`config.mk`:
```
export PLATFORM = sky130hd
export DESIGN_NAME = ascii_command_line_parser_unit
export DESIGN_NICKNAME = d
export VERILOG_FILES = /design/src/design/aclp_pkg.sv /design/src/design/aclp_char_class.sv /design/src/design/aclp_line_buf.sv /design/src/design/aclp_seq.sv /design/src/design/ascii_command_line_parser_unit.sv
export SDC_FILE = /design/constraint.sdc
export NUM_CORES = 1
export LEC_CHECK = 0
export BUFFER_PORTS_ARGS = -buffer_cell sky130_fd_sc_hd__buf_4
export CAP_MARGIN = 10
export CORE_ASPECT_RATIO = 0.8
export CORE_MARGIN = 2
export CORE_UTILIZATION = 35
export DETAILED_ROUTE_END_ITERATION = 16
export GPL_TIMING_DRIVEN = 1
export PLACE_DENSITY_LB_ADDON = 0.05
export SLEW_MARGIN = 5
export SYNTH_ARGS = -nofsm -noshare
export SYNTH_HDL_FRONTEND = slang
export SYNTH_SLANG_ARGS = --single-unit
```
`constraint.sdc`:
```
create_clock -name clk -period 4.69 [get_ports clk]
set_clock_uncertainty 0.2 [all_clocks]
set_input_delay 0.7035 -clock clk [delete_from_list [all_inputs] [get_ports clk]]
set_output_delay 0.7035 -clock clk [all_outputs]
set_load 0.005 [all_outputs]
```
`src/design/aclp_pkg.sv`:
```
// Shared types and constants of the ASCII command line parser.
// No dependencies; every design module refers to it by scoped names.
package aclp_pkg;

    localparam logic [7:0] CH_NEWLINE = 8'h0A;
    localparam logic [7:0] CH_RETURN  = 8'h0D;
    localparam logic [7:0] CH_SPACE   = 8'h20;
    localparam logic [7:0] CH_COLON   = 8'h3A;
    localparam logic [7:0] CH_NUL     = 8'h00;
    localparam logic [7:0] CH_DIGIT_0 = 8'h30;
    localparam logic [7:0] CH_DIGIT_1 = 8'h31;
    localparam logic [7:0] CH_DIGIT_9 = 8'h39;
    localparam logic [7:0] CH_UPPER_A = 8'h41;
    localparam logic [7:0] CH_UPPER_F = 8'h46;
    localparam logic [7:0] CH_LOWER_A = 8'h61;
    localparam logic [7:0] CH_LOWER_F = 8'h66;
    localparam logic [7:0] CH_LOWER_L = 8'h6C;
    localparam logic [7:0] CH_LOWER_P = 8'h70;
    localparam logic [7:0] CH_LOWER_E = 8'h65;
    localparam logic [7:0] CH_LOWER_T = 8'h74;
    localparam logic [7:0] CASE_BIT   = 8'h20;

    localparam logic [3:0] KIND_ADDR_SET  = 4'd0;
    localparam logic [3:0] KIND_MODE_SET  = 4'd1;
    localparam logic [3:0] KIND_MODE_BAD  = 4'd2;
    localparam logic [3:0] KIND_ECHO      = 4'd3;
    localparam logic [3:0] KIND_TX_HEADER = 4'd4;
    localparam logic [3:0] KIND_TX_BYTE   = 4'd5;
    localparam logic [3:0] KIND_FAIL_SRC  = 4'd6;
    localparam logic [3:0] KIND_FAIL_DST  = 4'd7;
    localparam logic [3:0] KIND_FAIL_COL  = 4'd8;
    localparam logic [3:0] KIND_FAIL_HEX  = 4'd9;

    typedef enum logic [3:0] {
        S_IDLE,
        S_CMD,
        S_LADDR1,
        S_LADDR2,
        S_PARG,
        S_TSKIP,
        S_TDST,
        S_TCOLON,
        S_THI,
        S_TLO,
        S_BHI,
        S_BLO
    } state_t;

    typedef enum logic [2:0] {
        CMD_NONE,
        CMD_L,
        CMD_P,
        CMD_E,
        CMD_T
    } cmd_t;

    typedef struct packed {
        logic       hex_ok;
        logic [3:0] hex_val;
        logic       is_space;
        logic       is_colon;
        logic       is_zero;
        logic       is_bit;
        logic       bit_val;
        cmd_t       cmd;
    } char_info_t;

    typedef struct packed {
        logic store;
        logic clear;
    } buf_ctl_t;

endpackage

```
`src/design/aclp_char_class.sv`:
```
// Shared character classifier: hex decode and the compares the parser needs.
// Depends on aclp_pkg.
module aclp_char_class (
    input  logic [7:0]             data,
    output aclp_pkg::char_info_t   info
);

    always_comb
    begin
        info          = '0;
        info.cmd      = aclp_pkg::CMD_NONE;
        info.is_space = (data == aclp_pkg::CH_SPACE);
        info.is_colon = (data == aclp_pkg::CH_COLON);
        info.is_zero  = (data == aclp_pkg::CH_NUL);
        info.is_bit   = (data == aclp_pkg::CH_DIGIT_0) || (data == aclp_pkg::CH_DIGIT_1);
        info.bit_val  = (data == aclp_pkg::CH_DIGIT_1);

        if (data >= aclp_pkg::CH_UPPER_A && data <= aclp_pkg::CH_UPPER_F)
        begin
            info.hex_ok  = 1'b1;
            info.hex_val = 4'(data - aclp_pkg::CH_UPPER_A) + 4'd10;
        end
        else if (data >= aclp_pkg::CH_LOWER_A && data <= aclp_pkg::CH_LOWER_F)
        begin
            info.hex_ok  = 1'b1;
            info.hex_val = 4'(data - aclp_pkg::CH_LOWER_A) + 4'd10;
        end
        else if (data >= aclp_pkg::CH_DIGIT_0 && data <= aclp_pkg::CH_DIGIT_9)
        begin
            info.hex_ok  = 1'b1;
            info.hex_val = 4'(data - aclp_pkg::CH_DIGIT_0);
        end

        // Setting the case bit folds exactly the upper and lower form of a letter.
        case (data | aclp_pkg::CASE_BIT)
            aclp_pkg::CH_LOWER_L: info.cmd = aclp_pkg::CMD_L;
            aclp_pkg::CH_LOWER_P: info.cmd = aclp_pkg::CMD_P;
            aclp_pkg::CH_LOWER_E: info.cmd = aclp_pkg::CMD_E;
            aclp_pkg::CH_LOWER_T: info.cmd = aclp_pkg::CMD_T;
            default:              info.cmd = aclp_pkg::CMD_NONE;
        endcase
    end

endmodule

```
`src/design/aclp_line_buf.sv`:
```
// Line memory with its fill count and a registered read port.
// Depends on aclp_pkg.
module aclp_line_buf #(
    parameter int LINE_CAPACITY = 96,
    localparam int LW    = $clog2(LINE_CAPACITY + 1),
    localparam int IW    = $clog2(LINE_CAPACITY),
    localparam int POS_W = LW + 1
) (
    input  logic                 clk,
    input  logic                 rst_n,
    input  aclp_pkg::buf_ctl_t   ctl,
    input  logic [7:0]           wr_data,
    input  logic [POS_W-1:0]     rd_pos,
    output logic [LW-1:0]        len,
    output logic [7:0]           rd_data
);

    logic [7:0]    mem [LINE_CAPACITY];
    logic [LW-1:0] len_reg;
    logic [LW-1:0] len_next;
    logic [7:0]    q_reg;
    logic          in_line_reg;

    always_comb
    begin
        len_next = len_reg;
        if (ctl.clear)
        begin
            len_next = '0;
        end
        else if (ctl.store)
        begin
            len_next = len_reg + LW'(1);
        end
    end

    always_ff @(posedge clk or negedge rst_n)
    begin
        if (!rst_n)
        begin
            len_reg <= '0;
        end
        else
        begin
            len_reg <= len_next;
        end
    end

    always_ff @(posedge clk)
    begin
        if (ctl.store)
        begin
            mem[len_reg[IW-1:0]] <= wr_data;
        end
        q_reg       <= mem[rd_pos[IW-1:0]];
        in_line_reg <= (rd_pos < {1'b0, len_reg});
    end

    // Positions at or past the line length read as zero.
    assign rd_data = in_line_reg ? q_reg : 8'h00;
    assign len     = len_reg;

endmodule

```
`src/design/aclp_seq.sv`:
```
// Parse sequencer: walks the stored line one position per cycle unless a held
// result stalls it, and drives the result register. Depends on aclp_pkg.
module aclp_seq #(
    parameter int LINE_CAPACITY     = 96,
    parameter int MAX_PAYLOAD_BYTES = 16,
    localparam int LW    = $clog2(LINE_CAPACITY + 1),
    localparam int POS_W = LW + 1,
    localparam int NW    = $clog2(MAX_PAYLOAD_BYTES + 1)
) (
    input  logic                   clk,
    input  logic                   rst_n,
    input  logic                   char_valid,
    output logic                   char_ready,
    input  logic [7:0]             character,
    output logic                   result_valid,
    input  logic                   result_ready,
    output logic [3:0]             result_kind,
    output logic [3:0]             address,
    output logic [3:0]             destination,
    output logic [4:0]             payload_length,
    output logic [7:0]             payload_byte,
    output logic                   report_all,
    output logic                   last,
    output aclp_pkg::buf_ctl_t     ctl,
    output logic [POS_W-1:0]       rd_pos,
    input  logic [LW-1:0]          len,
    input  aclp_pkg::char_info_t   info
);

    aclp_pkg::state_t state_reg, state_next;
    logic [POS_W-1:0] pos_reg, pos_next;
    logic [POS_W-1:0] p0_reg, p0_next;
    logic [3:0]       src_reg, src_next;
    logic [3:0]       dst_reg, dst_next;
    logic [3:0]       hi_reg, hi_next;
    logic [NW-1:0]    n_reg, n_next;
    logic [NW-1:0]    i_reg, i_next;
    logic             mode_reg, mode_next;

    logic             ov_reg, ov_next;
    logic [3:0]       kind_reg, addr_reg, dsto_reg;
    logic [4:0]       leno_reg;
    logic [7:0]       byte_reg;
    logic             ra_reg, last_reg;

    logic             out_free;
    logic             ordinary;
    logic             finish;
    logic             ld;
    logic [3:0]       ld_kind, ld_addr, ld_dst;
    logic [4:0]       ld_len;
    logic [7:0]       ld_byte;
    logic             ld_ra, ld_last;
    logic             payload_done;
    logic             byte_last;

    assign out_free     = !ov_reg || result_ready;
    assign ordinary     = (character != aclp_pkg::CH_NEWLINE)
                       && (character != aclp_pkg::CH_RETURN)
                       && (len < LW'(LINE_CAPACITY));
    assign payload_done = info.is_zero || (n_reg == NW'(MAX_PAYLOAD_BYTES));
    assign byte_last    = ((i_reg + NW'(1)) == n_reg);
    assign char_ready   = (state_reg == aclp_pkg::S_IDLE);

    always_comb
    begin
        state_next = state_reg;
        pos_next   = pos_reg;
        p0_next    = p0_reg;
        src_next   = src_reg;
        dst_next   = dst_reg;
        hi_next    = hi_reg;
        n_next     = n_reg;
        i_next     = i_reg;
        mode_next  = mode_reg;
        ctl        = '0;
        finish     = 1'b0;
        ld         = 1'b0;
        ld_kind    = aclp_pkg::KIND_ADDR_SET;
        ld_addr    = '0;
        ld_dst     = '0;
        ld_len     = '0;
        ld_byte    = '0;
        ld_ra      = mode_reg;
        ld_last    = 1'b1;

        case (state_reg)
            aclp_pkg::S_IDLE:
            begin
                if (char_valid)
                begin
                    if (ordinary)
                    begin
                        ctl.store = 1'b1;
                    end
                    else
                    begin
                        state_next = aclp_pkg::S_CMD;
                    end
                end
            end
            aclp_pkg::S_CMD:
            begin
                case (info.cmd)
                    aclp_pkg::CMD_L:
                    begin
                        pos_next   = POS_W'(1);
                        state_next = aclp_pkg::S_LADDR1;
                    end
                    aclp_pkg::CMD_P:
                    begin
                        pos_next   = POS_W'(1);
                        state_next = aclp_pkg::S_PARG;
                    end
                    aclp_pkg::CMD_E:
                    begin
                        if (out_free)
                        begin
                            ld      = 1'b1;
                            ld_kind = aclp_pkg::KIND_ECHO;
                            finish  = 1'b1;
                        end
                    end
                    aclp_pkg::CMD_T:
                    begin
                        pos_next   = POS_W'(1);
                        state_next = aclp_pkg::S_TSKIP;
                    end
                    default:
                    begin
                        finish = 1'b1;
                    end
                endcase
            end
            aclp_pkg::S_LADDR1:
            begin
                if (info.hex_ok)
                begin
                    if (out_free)
                    begin
                        ld      = 1'b1;
                        ld_kind = aclp_pkg::KIND_ADDR_SET;
                        ld_addr = info.hex_val;
                        finish  = 1'b1;
                    end
                end
                else if (len > LW'(1))
                begin
                    pos_next   = POS_W'(2);
                    state_next = aclp_pkg::S_LADDR2;
                end
                else
                begin
                    finish = 1'b1;
                end
            end
            aclp_pkg::S_LADDR2:
            begin
                if (!info.hex_ok)
                begin
                    finish = 1'b1;
                end
                else if (out_free)
                begin
                    ld      = 1'b1;
                    ld_kind = aclp_pkg::KIND_ADDR_SET;
                    ld_addr = info.hex_val;
                    finish  = 1'b1;
                end
            end
            aclp_pkg::S_PARG:
            begin
                if (out_free)
                begin
                    ld     = 1'b1;
                    finish = 1'b1;
                    if (info.is_bit)
                    begin
                        mode_next = info.bit_val;
                        ld_kind   = aclp_pkg::KIND_MODE_SET;
                        ld_ra     = info.bit_val;
                    end
                    else
                    begin
                        ld_kind = aclp_pkg::KIND_MODE_BAD;
                    end
                end
            end
            aclp_pkg::S_TSKIP:
            begin
                if (info.is_space)
                begin
                    pos_next = pos_reg + POS_W'(1);
                end
                else if (info.hex_ok)
                begin
                    src_next   = info.hex_val;
                    pos_next   = pos_reg + POS_W'(1);
                    state_next = aclp_pkg::S_TDST;
                end
                else if (out_free)
                begin
                    ld      = 1'b1;
                    ld_kind = aclp_pkg::KIND_FAIL_SRC;
                    finish  = 1'b1;
                end
            end
            aclp_pkg::S_TDST:
            begin
                if (info.hex_ok)
                begin
                    dst_next   = info.hex_val;
                    pos_next   = pos_reg + POS_W'(1);
                    p0_next    = pos_reg + POS_W'(1);
                    n_next     = '0;
                    state_next = aclp_pkg::S_TCOLON;
                end
                else if (out_free)
                begin
                    ld      = 1'b1;
                    ld_kind = aclp_pkg::KIND_FAIL_DST;
                    finish  = 1'b1;
                end
            end
            aclp_pkg::S_TCOLON:
            begin
                if (payload_done)
                begin
                    // The payload checked out: send the header, then rescan the
                    // same positions to send the bytes.
                    if (out_free)
                    begin
                        ld      = 1'b1;
                        ld_kind = aclp_pkg::KIND_TX_HEADER;
                        ld_addr = src_reg;
                        ld_dst  = dst_reg;
                        ld_len  = 5'(n_reg);
                        ld_last = (n_reg == '0);
                        if (n_reg == '0)
                        begin
                            finish = 1'b1;
                        end
                        else
                        begin
                            pos_next   = p0_reg + POS_W'(1);
                            i_next     = '0;
                            state_next = aclp_pkg::S_BHI;
                        end
                    end
                end
                else if (info.is_colon)
                begin
                    pos_next   = pos_reg + POS_W'(1);
                    state_next = aclp_pkg::S_THI;
                end
                else if (out_free)
                begin
                    ld      = 1'b1;
                    ld_kind = aclp_pkg::KIND_FAIL_COL;
                    finish  = 1'b1;
                end
            end
            aclp_pkg::S_THI:
            begin
                if (info.hex_ok)
                begin
                    pos_next   = pos_reg + POS_W'(1);
                    state_next = aclp_pkg::S_TLO;
                end
                else if (out_free)
                begin
                    ld      = 1'b1;
                    ld_kind = aclp_pkg::KIND_FAIL_HEX;
                    finish  = 1'b1;
                end
            end
            aclp_pkg::S_TLO:
            begin
                if (info.hex_ok)
                begin
                    n_next     = n_reg + NW'(1);
                    pos_next   = pos_reg + POS_W'(1);
                    state_next = aclp_pkg::S_TCOLON;
                end
                else if (out_free)
                begin
                    ld      = 1'b1;
                    ld_kind = aclp_pkg::KIND_FAIL_HEX;
                    finish  = 1'b1;
                end
            end
            aclp_pkg::S_BHI:
            begin
                hi_next    = info.hex_val;
                pos_next   = pos_reg + POS_W'(1);
                state_next = aclp_pkg::S_BLO;
            end
            aclp_pkg::S_BLO:
            begin
                if (out_free)
                begin
                    ld      = 1'b1;
                    ld_kind = aclp_pkg::KIND_TX_BYTE;
                    ld_addr = src_reg;
                    ld_dst  = dst_reg;
                    ld_len  = 5'(n_reg);
                    ld_byte = {hi_reg, info.hex_val};
                    ld_last = byte_last;
                    if (byte_last)
                    begin
                        finish = 1'b1;
                    end
                    else
                    begin
                        i_next     = i_reg + NW'(1);
                        pos_next   = pos_reg + POS_W'(2);
                        state_next = aclp_pkg::S_BHI;
                    end
                end
            end
            default:
            begin
                finish = 1'b1;
            end
        endcase

        if (finish)
        begin
            ctl.clear  = 1'b1;
            pos_next   = '0;
            state_next = aclp_pkg::S_IDLE;
        end

        ov_next = ov_reg && !result_ready;
        if (ld)
        begin
            ov_next = 1'b1;
        end
    end

    // The memory reads at pos_next, so its registered data always belongs to pos_reg.
    assign rd_pos = pos_next;

    always_ff @(posedge clk or negedge rst_n)
    begin
        if (!rst_n)
        begin
            state_reg <= aclp_pkg::S_IDLE;
            pos_reg   <= '0;
            mode_reg  <= 1'b0;
            ov_reg    <= 1'b0;
        end
        else
        begin
            state_reg <= state_next;
            pos_reg   <= pos_next;
            mode_reg  <= mode_next;
            ov_reg    <= ov_next;
        end
    end

    always_ff @(posedge clk)
    begin
        p0_reg  <= p0_next;
        src_reg <= src_next;
        dst_reg <= dst_next;
        hi_reg  <= hi_next;
        n_reg   <= n_next;
        i_reg   <= i_next;
        if (ld)
        begin
            kind_reg <= ld_kind;
            addr_reg <= ld_addr;
            dsto_reg <= ld_dst;
            leno_reg <= ld_len;
            byte_reg <= ld_byte;
            ra_reg   <= ld_ra;
            last_reg <= ld_last;
        end
    end

    assign result_valid   = ov_reg;
    assign result_kind    = kind_reg;
    assign address        = addr_reg;
    assign destination    = dsto_reg;
    assign payload_length = leno_reg;
    assign payload_byte   = byte_reg;
    assign report_all     = ra_reg;
    assign last           = last_reg;

endmodule

```
`src/design/ascii_command_line_parser_unit.sv`:
```
// Ordinary characters are stored and the block stays ready.
// A line end keeps it busy while the sequencer reads one position per cycle,
// unless a held result stalls it: for L and P it reads the argument positions,
// for E none; for T it scans the line and then rescans the payload bytes.
// Reset empties the line, clears the report-all mode and needs no clearing
// pass; line memory contents stay unknown.
module ascii_command_line_parser_unit #(
    parameter int LINE_CAPACITY     = 96,
    parameter int MAX_PAYLOAD_BYTES = 16
) (
    input  logic       clk,
    input  logic       rst_n,
    input  logic       char_valid,
    output logic       char_ready,
    input  logic [7:0] character,
    output logic       result_valid,
    input  logic       result_ready,
    output logic [3:0] result_kind,
    output logic [3:0] address,
    output logic [3:0] destination,
    output logic [4:0] payload_length,
    output logic [7:0] payload_byte,
    output logic       report_all,
    output logic       last
);

    localparam int LW    = $clog2(LINE_CAPACITY + 1);
    localparam int POS_W = LW + 1;

    aclp_pkg::buf_ctl_t   ctl;
    aclp_pkg::char_info_t info;
    logic [POS_W-1:0]     rd_pos;
    logic [LW-1:0]        len;
    logic [7:0]           rd_data;

    aclp_line_buf #(
        .LINE_CAPACITY (LINE_CAPACITY)
    ) u_line_buf (
        .clk     (clk),
        .rst_n   (rst_n),
        .ctl     (ctl),
        .wr_data (character),
        .rd_pos  (rd_pos),
        .len     (len),
        .rd_data (rd_data)
    );

    aclp_char_class u_char_class (
        .data (rd_data),
        .info (info)
    );

    aclp_seq #(
        .LINE_CAPACITY     (LINE_CAPACITY),
        .MAX_PAYLOAD_BYTES (MAX_PAYLOAD_BYTES)
    ) u_seq (
        .clk            (clk),
        .rst_n          (rst_n),
        .char_valid     (char_valid),
        .char_ready     (char_ready),
        .character      (character),
        .result_valid   (result_valid),
        .result_ready   (result_ready),
        .result_kind    (result_kind),
        .address        (address),
        .destination    (destination),
        .payload_length (payload_length),
        .payload_byte   (payload_byte),
        .report_all     (report_all),
        .last           (last),
        .ctl            (ctl),
        .rd_pos         (rd_pos),
        .len            (len),
        .info           (info)
    );

endmodule

```
==> out/qor.yml, run 1 <==
sta:
  final-hold-violation-count: 0
  tightest_slew_ns: 1.11
  layout_min_cycle_time_ns: 4.63
  grt_setup_unrepaired: "yes"
  maxSlewViolCount: 0
  relSlewSlack_pct: 25.6
  timing.fmax_mhz: 216
  setup_ws_ns: 0.0608
  setup_viol: 0
  fin_crit_sh_pct: 98.7
job:
  maxCapViolations: 0
route:
  wl_met2_um: 51800
  drt_first_iter_violations: 2574
  drc: 0
  antenna_left: 0
  m1WireLength_um: 57000
  top_layer: "met4"
  wl_met3_um: 8380
  via_per_inst: 5.46
  routed_wl_um: 120000
  vias: 24500
  wl_per_cell_um: 26.7
  first_pass_iters: 7
placed_design:
  gp_congestion: 0.868
  portBuffers: 40
  place_ws_ns: -0.586
  hpwl_um: 80400
synth:
  ys.flop_type: "edfxtp_1"
  yosysSeqAreaShare_pct: 70.8
  yosysUniqueCellTypes: 87
  synth-seq-cells: 855
  async_flop_share_pct: 2.46
  synth_cells: 2605
  synth_edf_count: 825
  yosys_warnings: 0
  avgSynthCellArea_um2: 13.8
  netlist_area_mm2: 0.0360
  synthesis.nets: 2635
clock_network:
  cts_tree: "built"
  htree_num_levels: 3
  numCtsBuffers: 93
  cts-root-buf: "clkbuf_16"
  cts.sinks: 855
  path_clk_slew_ns: 0.06
  clk_latency_ns: 0.69
  cts_max_path_buffers: 3
grt:
  grt-ovfl-total: 0
  grt_pass1_vias: 23500
  grt_pass1_wl_um: 168000
  grt_max_degree: 71
  grt_antenna_before_repair: 5
  grt_usage_pct: 22.0
hold_path:
  hp-class: "input pin to asynchronous set/reset pin"
setup_path:
  end_kind: "flip-flop"
  startpoint_type: "flip-flop"
  cpMostUsedCell: "buf_4"
  cpLargestDelayFamily: "simple AND/OR/NAND/NOR gates"
  cp_cell_sequence: "inv_1 -> ha_1 -> o21bai_1 -> nand4_1 -> a2111oi_4 -> nor4_2 -> buf_4 -> a21o_4 -> nand2_8 -> buf_16 -> buf_4 -> a211oi_1 -> o2111ai_2 -> nand4b_1 -> or4_4 -> nor4_4"
  slowest_stage: "or4_4"
  crit_buf_inv: 4
  worstSetupPathType: "flip-flop to flip-flop"
  cp.required_ns: 5.08
  worstPathArrival_ns: 5.01
  cp_max_fo: 11
  crit_path_max_incr_delay_ns: 0.65
die:
  die_h_um: 291
  die_area_mm2: 0.105
  io_pins: 41
  design.core.area_mm2: 0.102
  rows: 105
  fp.dieW_um: 362
  start_util_pct: 35.2
pwr:
  power_leakage_nw: 16.2
  p_per_area_mw_per_mm2: 675
  intPower_mw: 19.2
  switching_share_pct: 37.6
  finalPower_mw: 30.7
  p_sw_mw: 11.5
  combPwrFrac_pct: 47.0
  seqPwrFrac_pct: 28.2
  ir_worst_vdd_uv: 438
  clockPowerShare_pct: 24.8
finish:
  layout-drive-gt1-share_pct: 27.4
  finalNetCount: 3112
  syn_to_final_growth_pct: 26.6
  largest_reg_flops: 768
status:
  status: "completed"
## routing by layer
layer	global-route usage, %	up-vias
li1	-	11100
met1	32.8	12400
met2	32.5	830
met3	4.64	137
met4	5.87	0
met5	0	-
## cells in the mapped netlist, drive strengths merged (13+ instances only)
master  count  area, um2
a211oi     56        420
a21oi     118        591
a221oi     13        114
a22oi      18        135
a32o       36        360
a32oi      37        324
and2       13       81.3
and3       60        375
buf       100        507
clkbuf     71        268
dfrtp      21        526
edfxtp    825      24800
ha         18        225
inv        23       86.3
mux2       75        845
mux2i      57        571
nand2     303       1140
nand3     141        706
nand4      32        206
nor2      169        634
nor3       23        115
nor4       31        213
o21ai     103        538
o22ai      48        300
xnor2      17        149
## power by group through the flow
| stage | logic (mW) | registers (mW) | clock network [mW] |
|---|---|---|---|
| 2_1_floorplan | 7.03 | 8.74 | 0 |
| 5_1_grt | 15.3 | 8.68 | 8.11 |
| 4_1_cts | 13.3 | 8.65 | 7.80 |
| 3_3_place_gp | 13.0 | 8.81 | 0 |
| 3_5_place_dp | 13.0 | 8.81 | 0 |
| 6_report | 14.4 | 8.67 | 7.62 |
## cells by family after synthesis
kind of cell	Yosys count	share of synthesized area (%)
adders and majority gates	18	0.626
buffers and inverters	194	2.39
muxes	132	3.93
AOI/OAI and AO/OA	534	10.2
and+or+nand+nor	844	11.2
DFF	855	70.8
xor gates and xnor gates	28	0.724
## stage by stage
step | instances | setup TNS, ns | utilization (%) | area, um2 | hold slack, ns
finish | 4494 | 0 | 44.6 | 45500 | 0.263
global route | 4493 | -0.0729 | 44.6 | 45500 | 0.230
CTS | 4457 | -0.0590 | 43.8 | 44700 | 0.212
detailed placement | 4285 | -2.70 | 40.4 | 41300 | 0.304
global placement | 4285 | -2.81 | 40.4 | 41300 | 0.303
floorplan | 2605 | 0 | - | 36000 | 0.208
## layout by cell type, fill, tap and decap left out, drive strengths merged, types with 37 or more instances in the layout
cell    instances
nand2         303
o21ai         103
a21oi         118
mux2i          57
o22ai          48
edfxtp        825
clkbuf        127
buf           544
and3           60
nor2          169
a211oi         56
mux2           75
nand3         141
a32oi          37
## final cells by class
cell class                      count  area [um2]
Fill cell                        9262       56700
Sequential cell                   855       25500
Multi-Input combinational cell   1556       10300
Timing Repair Buffer              553        4900
Clock buffer                      120        2500
Tap cell                         1337        1670
Clock inverter                     49         637
Inverter                           23        93.8
Antenna cell                        1        2.50
## worst reg2reg max path, stage by stage (launching register included)
cell       delay [ns]
dfrtp_1          0.38
inv_1            0.14
ha_1             0.17
o21bai_1         0.14
nand4_1          0.39
a2111oi_4        0.50
nor4_2           0.10
buf_4            0.16
a21o_4           0.27
nand2_8          0.17
buf_16           0.18
buf_4            0.16
a211oi_1         0.08
o2111ai_2        0.29
nand4b_1         0.30
or4_4            0.66
nor4_4           0.23
## what timing repair did
action / in CTS / in global routing
endpoints found under the hold margin: 21 / 0
buffers inserted: 1 / 29
setup endpoints to repair: 8 / 8
hold buffers: 1 / 0
pin swaps: 14 / 28
cloned: 1 / 7
gates resized for setup: 53 / 85
## final timing paths
path,start,end,slack [ns],cells past startpoint
hold / removal,rst_n,u_seq.state_reg[1]$_DFFE_PN0P_,0.26,2
max in group asynchronous,rst_n,u_seq.pos_reg[1]$_DFF_PN0_,3.73,2
setup reg to reg,u_line_buf.len[1]$_DFFE_PN0P_,u_line_buf.q_reg[4]$_DFF_P_,0.06,16
min in group clk,character[1],u_line_buf.mem[46][1]$_DFFE_PP_,0.27,1
setup / recovery,u_line_buf.len[1]$_DFFE_PN0P_,u_line_buf.q_reg[4]$_DFF_P_,0.06,16
hold reg to reg,u_seq.mode_reg$_DFF_PN0_,u_seq.mode_reg$_DFF_PN0_,0.32,1
Power figures use the tool's default switching activity.
==> inputs of run 2 (changes only) <==
CORE_MARGIN = 4   (was 2)
GPL_TIMING_DRIVEN = 0   (was 1)
==> run 2 against run 1 <==
  * The run now ends with capacitance limit, slew limit, setup timing left
  * Sequential cell count did not move
  * Power rose by 4.3%
  * Count of clock-buffer cells in the layout fell by 6
  * Utilization fell by 0.71 points
  * Clock power fell by 5.4%
  * Highest routed layer is now met5
  * Critical path depth rose by 1
  * Wire length rose by 9.9%
  * Die area rose by 2.5%
  * Register-to-register slack got worse by 0.66 ns
  * Sequential power barely moved
==> out/qor.yml, run 2 (same netlist as run 1, synthesis figures left out) <==
setup_path:
  cp.required_ns: 5.01
  cp_cell_sequence: "buf_8 -> nand2_8 -> ha_4 -> or4bb_1 -> o21a_1 -> o211a_4 -> nor4_4 -> a21oi_2 -> buf_6 -> buf_4 -> a31oi_4 -> nand4b_1 -> buf_6 -> a21oi_4 -> nor4_4 -> nand4_1 -> nor4_4"
  crit_buf_inv: 4
  crit_path_max_incr_delay_ns: 0.75
  cpMostUsedCell: "nor4_4"
  reg2reg_slack_ns: -0.60
  end_kind: "flip-flop"
  cpLargestDelayFamily: "simple AND/OR/NAND/NOR gates"
  worstPathArrival_ns: 5.62
  worstSetupPathType: "flip-flop to flip-flop"
  cp_max_fo: 6
  slowest_stage: "nand4_1"
  startpoint_type: "flip-flop"
grt:
  grt_pass1_vias: 24200
  grt_antenna_before_repair: 7
  grt_pass1_wl_um: 185000
  grt_max_degree: 99
  grt_usage_pct: 23.9
  grt-ovfl-total: 0
pwr:
  ir_worst_vdd_uv: 368
  power_leakage_nw: 15.0
  finalPower_mw: 32.1
  p_per_area_mw_per_mm2: 722
die:
  design.core.area_mm2: 0.101
  die_area_mm2: 0.108
  io_pins: 41
  die_h_um: 295
  fp.dieW_um: 366
  rows: 104
  start_util_pct: 35.5
sta:
  final-hold-violation-count: 0
  grt_setup_unrepaired: "yes"
  relSlewSlack_pct: -3.49
  maxSlewViolCount: 22
  fin_crit_sh_pct: 113
  tightest_slew_ns: 1.55
  timing.fmax_mhz: 189
  setup_ws_ns: -0.603
  setup_viol: 8
  layout_min_cycle_time_ns: 5.29
route:
  first_pass_iters: 7
  vias: 24800
  drt_first_iter_violations: 2760
  top_layer: "met5"
  wl_met2_um: 56400
  drc: 0
  routed_wl_um: 132000
  via_per_inst: 5.84
  wl_met3_um: 9840
  wl_per_cell_um: 31.0
  m1WireLength_um: 62100
  antenna_left: 0
clock_network:
  cts_tree: "built"
  cts.sinks: 855
  htree_num_levels: 3
  path_clk_slew_ns: 0.06
  cts_max_path_buffers: 3
  numCtsBuffers: 92
  cts-root-buf: "clkbuf_16"
  clk_latency_ns: 0.65
placed_design:
  place_area_mm2: 0.0381
  gp_congestion: 0.919
  portBuffers: 40
  hpwl_um: 90100
finish:
  largest_reg_flops: 768
  syn_to_final_growth_pct: 23.4
  multi_input_area_mm2: 0.0112
  regArea_mm2: 0.0255
  finalNetCount: 2884
  final_common_cell: "edfxtp_1"
  fin_area_mm2: 0.0444
  layout-drive-gt1-share_pct: 26.3
  final_cell_mix: "edfxtp_1, nand2_1, buf_4"
  fill_cells: 9146
job:
  maxCapViolations: 2
status:
  violations: "capacitance limit, slew limit, setup timing"
  status: "finished, violations left"
hold_path:
  hp-class: "input pin to asynchronous set/reset pin"
## run 2: path summary, 6_finish.rpt
kind | cells past startpoint | to | startpoint
worst max-delay path | 17 | u_line_buf.q_reg[0]$_DFF_P_ | u_line_buf.in_line_reg$_DFF_P_
worst min-delay path | 2 | u_seq.result_valid$_DFF_PN0_ | rst_n
worst max register to register | 17 | u_line_buf.q_reg[0]$_DFF_P_ | u_line_buf.in_line_reg$_DFF_P_
worst min register to register | 1 | u_seq.destination[2]$_DFFE_PP_ | u_seq.dst_reg[2]$_DFFE_PP_
max in group asynchronous | 2 | u_line_buf.len[0]$_DFFE_PN0P_ | rst_n
min in group clk | 1 | u_seq.destination[2]$_DFFE_PP_ | u_seq.dst_reg[2]$_DFFE_PP_
## run 2: where the power goes
group | internal, mW | switching [mW] | total (mW)
clock | 4.18 | 3.04 | 7.21
combinational | 5.94 | 10.3 | 16.2
sequential | 8.53 | 0.126 | 8.66
total | 18.6 | 13.4 | 32.1
## run 2: final cells by class
cell class,instances,area share (%)
Multi-Input combinational cell,1556,25.2
Clock inverter,50,1.05
Inverter,23,0.211
Buffer,164,3.71
Tap cell,1325,3.73
Antenna cell,3,0.0169
Timing Repair Buffer,162,3.17
Sequential cell,855,57.4
Clock buffer,114,5.52
## run 2: layer usage
metal,global-route usage [%],vias to the layer above
met4,6.45,4
met2,35.2,1017
met3,4.57,192
li1,-,10700
met1,36.1,12900
met5,0,-
## run 2: worst reg2reg max path, delay by kind of cell (launching register included)
kind | cells | cell delay (ns)
AND/OR/NAND/NOR | 7 | 2.76
buffers and inverters | 4 | 0.62
AO/OA/AOI/OAI | 5 | 1.04
flip-flops | 1 | 0.36
adder cells (fa/ha/maj) | 1 | 0.17
## run 2: through the flow
stage / utilization (%) / hold WS [ns] / TNS, ns / std cells / setup slack, ns
CTS: 42.8 / 0.294 / -2.29 / 4204 / -0.442
finish: 43.8 / 0.324 / -2.84 / 4252 / -0.603
global route: 43.8 / 0.332 / -4.97 / 4249 / -0.583
detailed placement: 37.7 / 0.313 / -328.43 / 3985 / -3.63
floorplan: - / 0.208 / 0 / 2605 / 0.259
global placement: 37.5 / 0.310 / -843.45 / 3970 / -3.68
## run 2: timing repair
action,in CTS,in global routing
setup endpoints to repair,275,419
resized for setup,466,213
hold buffers,1,0
setup buffers,58,45
endpoints found under the hold margin,21,0
pin swaps,50,55
